`src/kls_pkg.sv`:
```
// Shared types and constants for the k-th largest selection block.
package kls_pkg;

  localparam int DATA_W = 32;
  localparam int RANK_W = 5;

  // Link between neighboring list cells
  typedef struct packed {
    logic              valid;  // cell holds an entry
    logic              ins;    // new sample goes at or ahead of this cell
    logic [DATA_W-1:0] value;  // stored entry
  } kls_link_t;

endpackage

```
`src/kls_cell.sv`:
```
// One slot of the descending top-k list; compares the broadcast sample and shifts down.
module kls_cell
  import kls_pkg::*;
(
  input  logic              clk,
  input  logic              rst_n,
  input  logic              load,
  input  logic              clear,
  input  logic [DATA_W-1:0] sample,
  input  kls_link_t         prev,
  output kls_link_t         cur,
  output logic              nxt_valid,
  output logic [DATA_W-1:0] nxt_value
);

  logic              valid_r;
  logic [DATA_W-1:0] value_r;
  logic              ins;

  // equal values go ahead of the stored entry
  assign ins = !valid_r || ($signed(sample) >= $signed(value_r));

  assign nxt_value = ins ? (prev.ins ? prev.value : sample) : value_r;
  assign nxt_valid = valid_r | prev.valid;

  assign cur.valid = valid_r;
  assign cur.ins   = ins;
  assign cur.value = value_r;

  always_ff @(posedge clk) begin
    if (!rst_n) begin
      valid_r <= 1'b0;
    end else if (load) begin
      valid_r <= clear ? 1'b0 : nxt_valid;
    end
  end

  always_ff @(posedge clk) begin
    if (load) begin
      value_r <= nxt_value;
    end
  end

endmodule

```
`src/kth_largest_select.sv`:
```
// Top level: k-th largest value of a set of signed samples, via an insertion cell chain.
// The result is registered and appears in out_tdata in the cycle after the transfer that carries tlast.
// Throughput: one sample per cycle; every cell compares the sample and shifts in parallel.
// Input stalls only while a result waits in the output register and out_tready is low.
// Reset (rst_n low, synchronous): list emptied, output register empty, rank set to 1.
module kth_largest_select
  import kls_pkg::*;
#(
  parameter int MAX_RANK = 16
) (
  input  logic              clk,
  input  logic              rst_n,
  input  logic              cfg_wr_en,
  input  logic [RANK_W-1:0] cfg_wr_data,   // rank_wanted
  input  logic              in_tvalid,
  output logic              in_tready,
  input  logic [DATA_W-1:0] in_tdata,      // [31:0] sample_value
  input  logic              in_tlast,      // end_of_set
  output logic              out_tvalid,
  input  logic              out_tready,
  output logic [DATA_W-1:0] out_tdata,     // [31:0] kth_value
  output logic              out_tuser      // [0] too_few
);

  localparam int IDX_W = (MAX_RANK > 1) ? $clog2(MAX_RANK) : 1;

  logic [RANK_W-1:0] rank_r;
  logic              out_valid_r;
  logic [DATA_W-1:0] out_data_r, out_data_nxt;
  logic              out_few_r, out_few_nxt;
  logic              in_xfer;
  logic              end_xfer;

  kls_link_t         link [MAX_RANK+1];
  logic              nxt_valid [MAX_RANK];
  logic [DATA_W-1:0] nxt_value [MAX_RANK];
  logic [MAX_RANK-1:0] valid_vec;

  logic [RANK_W-1:0] rank_eff;
  logic [IDX_W-1:0]  rank_idx;

  assign in_tready = !out_valid_r || out_tready;
  assign in_xfer   = in_tvalid && in_tready;
  assign end_xfer  = in_xfer && in_tlast;

  // head of chain: always valid, never shifts a value in
  assign link[0].valid = 1'b1;
  assign link[0].ins   = 1'b0;
  assign link[0].value = '0;

  for (genvar i = 0; i < MAX_RANK; i++) begin : g_cell
    kls_cell u_cell (
      .clk       (clk),
      .rst_n     (rst_n),
      .load      (in_xfer),
      .clear     (in_tlast),
      .sample    (in_tdata),
      .prev      (link[i]),
      .cur       (link[i+1]),
      .nxt_valid (nxt_valid[i]),
      .nxt_value (nxt_value[i])
    );
    assign valid_vec[i] = link[i+1].valid;
  end

  always_ff @(posedge clk) begin
    if (!rst_n) begin
      rank_r <= RANK_W'(1);
    end else if (cfg_wr_en) begin
      rank_r <= cfg_wr_data;
    end
  end

  // clamp rank to 1..MAX_RANK
  always_comb begin
    rank_eff = rank_r;
    if (rank_eff == '0) begin
      rank_eff = RANK_W'(1);
    end
    if (int'(rank_eff) > MAX_RANK) begin
      rank_eff = RANK_W'(MAX_RANK);
    end
    rank_idx = IDX_W'(int'(rank_eff) - 1);
  end

  // read the k-th slot as it stands after this sample goes in
  always_comb begin
    out_few_nxt  = !nxt_valid[rank_idx];
    out_data_nxt = out_few_nxt ? '0 : nxt_value[rank_idx];
  end

  always_ff @(posedge clk) begin
    if (!rst_n) begin
      out_valid_r <= 1'b0;
    end else if (end_xfer) begin
      out_valid_r <= 1'b1;
    end else if (out_tready) begin
      out_valid_r <= 1'b0;
    end
  end

  always_ff @(posedge clk) begin
    if (end_xfer) begin
      out_data_r <= out_data_nxt;
      out_few_r  <= out_few_nxt;
    end
  end

  assign out_tvalid = out_valid_r;
  assign out_tdata  = out_data_r;
  assign out_tuser  = out_few_r;

  // filled slots always form a prefix of the chain
  a_valid_prefix: assert property (@(posedge clk) disable iff (!rst_n)
    ((valid_vec + MAX_RANK'(1)) & valid_vec) == '0)
    else $error("list valid bits not contiguous");

  a_clear_on_end: assert property (@(posedge clk) disable iff (!rst_n)
    end_xfer |=> valid_vec == '0)
    else $error("list not emptied after end of set");

  a_result_source: assert property (@(posedge clk) disable iff (!rst_n)
    $rose(out_tvalid) |-> $past(end_xfer))
    else $error("result without end-of-set transfer");

  a_few_zero: assert property (@(posedge clk) disable iff (!rst_n)
    (out_tvalid && out_tuser) |-> out_tdata == '0)
    else $error("too_few result carries nonzero value");

endmodule
```
`config.mk`:
```
export PLATFORM = sky130hd
export DESIGN_NAME = kth_largest_select
export DESIGN_NICKNAME = d
export VERILOG_FILES = /design/src/kls_pkg.sv /design/src/kls_cell.sv /design/src/kth_largest_select.sv
export SDC_FILE = /design/constraint.sdc
export NUM_CORES = 2
export LEC_CHECK = 0
export BUFFER_PORTS_ARGS = -buffer_cell sky130_fd_sc_hd__buf_2
export CAP_MARGIN = 20
export CORE_ASPECT_RATIO = 1.4
export CORE_UTILIZATION = 35
export CTS_BUF_LIST = sky130_fd_sc_hd__clkbuf_16
export DETAILED_ROUTE_END_ITERATION = 10
export GPL_ROUTABILITY_DRIVEN = 0
export SKIP_LAST_GASP = 1
export SYNTH_ARGS = -nofsm -noshare
export SYNTH_HDL_FRONTEND = slang
export SYNTH_SLANG_ARGS = --single-unit
```
`constraint.sdc`:
```
create_clock -name clk -period 37.3 [get_ports clk]
set_input_delay 0 -clock clk [delete_from_list [all_inputs] [get_ports clk]]
set_output_delay 0 -clock clk [all_outputs]
set_load 0.005 [all_outputs]
```
Word level (Yosys, flattened, before mapping)
Cells that the tools add are included.

Equality and inequality tests: 0. Divide/modulo/power cells: 0. Shift operators: 0. Bitwise logic cells: 16. $lt $le $gt $ge: 18. Reductions and logical operators: 39. Multiply operators: 0. Add/sub/neg operators: 1. Mux-type cells: 57.

Operators by type and width (count): $mux 32 (33); $ge 32x32->1 (16); $bmux 32 s4 (1); $mux 1 (20); $logic_not 1->1 (18); $logic_or 1x1->1 (17); $or 1x1->1 (15); $ge 5x5->1 const B (1); $gt 5x5->1 const B (1); $logic_not 5->1 (1); $mux 5 (1); $not 4->5 (1); $bmux 1 s4 (1); $mux 4 (1); $sub 4x1->4 const B (1); $logic_and 1x1->1 (2); $reduce_bool 2->1 (1).

Memory bits (read-only): 0. Bits in registers: 567. Latch bits: 0. Logic and storage cells: 167. Bits in writable memories: 0. Memories kept: 0. Output and inout port bits: 35.

Longest topological paths before layout
Word-level depth: 10. Gate-level depth with buffers: 19. Gate-level depth less buffers: 13.

By module
Synthesis repeated with hierarchy kept, for this count alone.

Cells, all modules: 4058. Area, all modules: 46375.7 um2.

Modules (own cells, without submodules): kls_cell (cells an instance 229, area each 2565.0 um2, times used 16); kth_largest_select (cells an instance 394, area each 5336.4 um2, times used 1).

Least setup slack after synthesis
No wires, ideal clock.

Kind: reg2reg. Start point: reg out_valid_r (netlist: out_tvalid). End point: reg g_cell[14].u_cell.valid_r. Setup time: 110 ps. Path buffers: 2. Clock period less this slack: 15844 ps. Path slack: 21456 ps. Cell stages (with the launch flop): 7. Arrival time: 15734 ps. Cells stage by stage: dfxtp_1 > nand2b_1 > and2_1 > clkbuf_1 > clkbuf_1 > a21oi_1 > nor2_1.

Cells in the longest elaborated chain, start to end: 3.

Ends and longest elaborated chain: start, declared (line kth_largest_select.sv:28) `logic out_valid_r;`; start signal, assigned (line kth_largest_select.sv:94) `out_valid_r <= 1'b0;`; start signal, assigned (line kth_largest_select.sv:96) `out_valid_r <= 1'b1;`; start signal, assigned (line kth_largest_select.sv:98) `out_valid_r <= 1'b0;`; $logic_not 1->1 (line kth_largest_select.sv:42) `assign in_tready = !out_valid_r || out_tready;`; $logic_or 1x1->1 (line kth_largest_select.sv:42); named net in_tready (line kth_largest_select.sv:16) `output logic in_tready,`; $logic_and 1x1->1 (line kth_largest_select.sv:43) `assign in_xfer = in_tvalid && in_tready;`; named net g_cell[0].u_cell.load (line kls_cell.sv:7) `input logic load,`; end signal, assigned (line kls_cell.sv:34) `valid_r <= clear ? 1'b0 : nxt_valid;`; end, declared (line kls_cell.sv:16) `logic valid_r;`.

The timed path passes the listed nets, and every way through them passes these cells. A chain may end at the register's enable or synchronous reset.

Worst setup path in the final report
Start point: reg rank_r[4]. End point: reg out_data_r[31] (netlist: out_tdata[31]) (data pin).

Cells in the longest elaborated chain, start to end: 9. Elaborated cells between the ends (all ways): 12. Classes of those cells: 1 x add/sub; 1 x order compare; 8 x mux; 1 x bitwise; 1 x reduce/logical.

Ends and longest elaborated chain: start, declared (line kth_largest_select.sv:27) `logic [RANK_W-1:0] rank_r;`; start signal, assigned (line kth_largest_select.sv:70) `rank_r <= cfg_wr_data;`; $logic_not 5->1 (line kth_largest_select.sv:77) `if (rank_eff == '0) begin`; $mux 5 (*) (line kth_largest_select.sv:77); $gt 5x5->1 (line kth_largest_select.sv:80) `if (int'(rank_eff) > MAX_RANK) begin`; $mux 4 (*) (line kth_largest_select.sv:80); $sub 4x1->4 (*) (line kth_largest_select.sv:83) `rank_idx = IDX_W'(int'(rank_eff) - 1);`; $not 4->5 (not written as such) (*) (line kth_largest_select.sv:88, kth_largest_select.sv:89); $bmux 32 s4 / $bmux 1 s4 (equally long branches) (line kth_largest_select.sv:89, kth_largest_select.sv:88); $mux 32 (not written as such) / $mux 1 (equally long branches) (2 in a row) (line kth_largest_select.sv:89, kth_largest_select.sv:88); end signal, assigned (line kth_largest_select.sv:104) `out_data_r <= out_data_nxt;`; end, declared (line kth_largest_select.sv:29) `logic [DATA_W-1:0] out_data_r, out_data_nxt;`.

Mark *: on every way between the ends. The rest lies on a longest branch, timed or not. The select of a mux whose other input is x is not followed.

==> run_results.csv <==
group,metric,value,unit
global_route,grt_pass1_vias,47100,
timing,max_slew_margin,-1.46,%
global_route,antenna_found_initial,19,
worst_setup_path,startpoint_type,"flip-flop",
layout,drive_above_1_share,7.88,%
timing,timing.final.ws_setup,30.56,ns
outcome,status,"finished, violations left",
cts,clockBufferDepth,3,
yosys,synth.cell_area,48900,um2
yosys,synth.ff_latch_count,567,
drt,ant_nets,0,
outcome,violations,"hold timing, slew limit",
yosys,synth.most_common_cell,"a21oi_1",
worst_setup_path,cpLargestDelayFamily,"simple AND/OR/NAND/NOR gates",
worst_setup_path,crit_chain,"or4_1 -> nand2_8 -> inv_6 -> ha_1 -> inv_1 -> nand2_1 -> o31ai_1 -> a221oi_4 -> nand3_1 -> o221a_2 -> or4b_1 -> o31ai_1",
pwr,leakage,21.9,nW
yosys,synth-main-ff-cell,"edfxtp_1",
place,port-buffer-count,77,
yosys,syn_inst,5853,
yosys,synth-edff-count,545,
timing,setup_violations,0,
yosys,yosysTopAreaCellShare,33.5,%
cts,cts_tree,"done",
layout,stdcell_count,7639,
cts,h-tree-depth,3,
worst_setup_path,crit_path_start,"rank_r[4]",
yosys,synth_top_area_cell,"edfxtp_1",
drt,wl_per_cell,31.5,um
yosys,synth_nets,6409,
worst_setup_path,r2r_start,"rank_r[4]",
cts,cts-resized-gates,0,
global_route,overflow,0,
worst_setup_path,cp_num_buf_inv,2,
timing,tightest_slew,1.52,ns
yosys,synth.distinct_cells,106,
worst_setup_path,cp_slowest_cell,"nand3_1",
drt,drt-initial-drc-count,7101,
worst_setup_path,crit_fanout,74,
worst_setup_path,slowest_delay,0.88,ns
worst_setup_path,crit_path_frequent_cell,"o31ai_1",
drt,dr_total_vias,50600,
cts,clockRootBuffer,"clkbuf_16",
cts,clk_pin_slew,0.06,ns
cts,cts_setup_buffers,0,
drt,drc,0,
run,cap_viol_max_count,0,
die,num_io_pins,78,
die,initial_core_util,35.4,%
worst_setup_path,end_kind,"flip-flop",
layout,areaGrowthSynthToFinish,10.0,%
worst_hold_path,hold_path.class,"in -> reg",
yosys,netlist_top_cells_area,"edfxtp_1 (33%), ha_1 (13%), a21oi_1 (7.4%)",
yosys,async_reset_ff_share,0,%
cts,cts.sinks,567,
cts,clk_latency,0.69,ns
layout,regArea,16800,um2
timing,clock-skew-final,0.0309,ns
global_route,grt_max_degree,158,
worst_setup_path,cp.required,37.80,ns
place,place_inst,7488,
yosys,ys_seq_area_share,34.4,%
timing,finalCriticalPeriod,6.74,ns
layout,nets,6343,
timing,max_freq,0.148,GHz
timing,hold_viol,2,
die,core,138000,um2
die,dieHeight,444,um
global_route,grt_first_pass_wirelength,339,mm
timing,setup_tns,0,ns
cts,cts_hold_buf,20,
layout,num-fill-cells,13900,
timing,timing_max_transition_violations_final,1,
worst_setup_path,arrival,7.24,ns
drt,drt-pass1-iter-count,10,
global_route,grtUsageTotal,33.0,%
drt,wl,241,mm
place,dp.final_hpwl,174,mm
cts,numCtsBuffers,66,
yosys,yosysWarnings,0,
yosys,synth_common_cells,"a21oi_1 (725), inv_1 (558), edfxtp_1 (545)",
worst_hold_path,min_from,"in_tvalid",
pwr,power_density,38.8,nW/um2
timing,hold_slack,-0.00537,ns
die,fp-row-count,161,
timing,period_share,18.1,%
worst_setup_path,critPathKind,"reg -> reg",
die,die_w,318,um
layout,multi_input_area,28500,um2
yosys,syn_area_per_cell,8.35,um2
drt,vias_per_cell,6.63,
timing,rsz0062_at_grt,"false",
die,die_area,141000,um2
pwr,ir_worst_vdd,0.0000403,V
place,place_ws,30.83,ns
layout,utilization,39.0,%
## final cells by class
type / count / share of cell area (%)
clock buffers: 69 / 3.21
clock inverters: 50 / 0.865
flip-flops and latches: 567 / 31.2
inverters: 566 / 3.96
diodes: 8 / 0.0372
well taps: 1793 / 4.17
multi-input cells: 4325 / 53.1
repair buffers: 261 / 3.46
## through the flow
step	power, mW	instance area (um2)
2_1_floorplan	1.13	48900
3_3_place_gp	1.35	51300
3_5_place_dp	1.36	51300
4_1_cts	2.06	53700
5_1_grt	2.14	53800
6_report	2.09	53800
## per-layer routing
layer | vias to the layer above | track usage, % | wire length, um | share of wire (%)
li1 | 21800 | - | - | -
met1 | 23900 | 37.1 | 80400 | 33
met2 | 3706 | 53.1 | 107000 | 44
met3 | 1124 | 7.04 | 27100 | 11
met4 | 18 | 28.7 | 25900 | 11
met5 | - | 0 | 117 | 0.049
## path summary, 6_finish.rpt
kind	endpoint	slack (ns)	cells past startpoint
worst min-delay path	g_cell[15].u_cell.value_r[12]	-0.005	2
worst min register to register	g_cell[7].u_cell.valid_r	0.54	2
worst max-delay path	out_tdata[31]	30.56	12
worst max register to register	out_tdata[31]	30.56	12
## state kept, by name (all words and copies together), names as in the netlist
register	flops
g_cell.u_cell.value_r	512
rank_r	5
out_tvalid	1
g_cell.u_cell.valid_r	16
out_tuser	1
out_tdata	32
## logic make-up after synthesis
| logic type | Yosys count | synth area share, % |
|---|---|---|
| mux | 115 | 2.38 |
| flops | 567 | 34.4 |
| buf+inv | 961 | 7.82 |
| xor+xnor | 3 | 0.0691 |
| simple gates | 1652 | 15.9 |
| fa+ha+maj | 513 | 13.1 |
| compound gates | 2042 | 26.4 |
## where the power goes
part	total [mW]	internal [mW]	switching, mW	leakage, nW
clock	0.708	0.398	0.310	1.11
combinational	0.562	0.170	0.392	15.3
sequential	0.818	0.764	0.0536	5.48
total	2.09	1.33	0.756	21.9
## cells in the final DEF, fill, tap and decap left out, types with 21 or more instances in the layout
master	count
a21oi_1	724
inv_1	567
edfxtp_1	545
ha_1	513
nand2_1	507
nor2_1	447
o21ai_0	391
nand3_1	179
a31oi_1	159
nor3_1	156
buf_4	155
nand4_1	128
a211oi_1	121
mux2i_1	106
o211ai_1	90
buf_2	78
clkbuf_16	69
a21o_1	47
o22ai_1	46
o31ai_1	44
nor2b_1	33
a22oi_1	28
nor4_1	27
o221ai_1	26
and2_1	25
a311oi_1	25
or4_1	23
and4_1	23
o2111ai_1	23
a221oi_1	22
a21boi_0	22
a311o_1	22
dfxtp_1	22
o31a_1	21
Power figures use the tool's default switching activity.
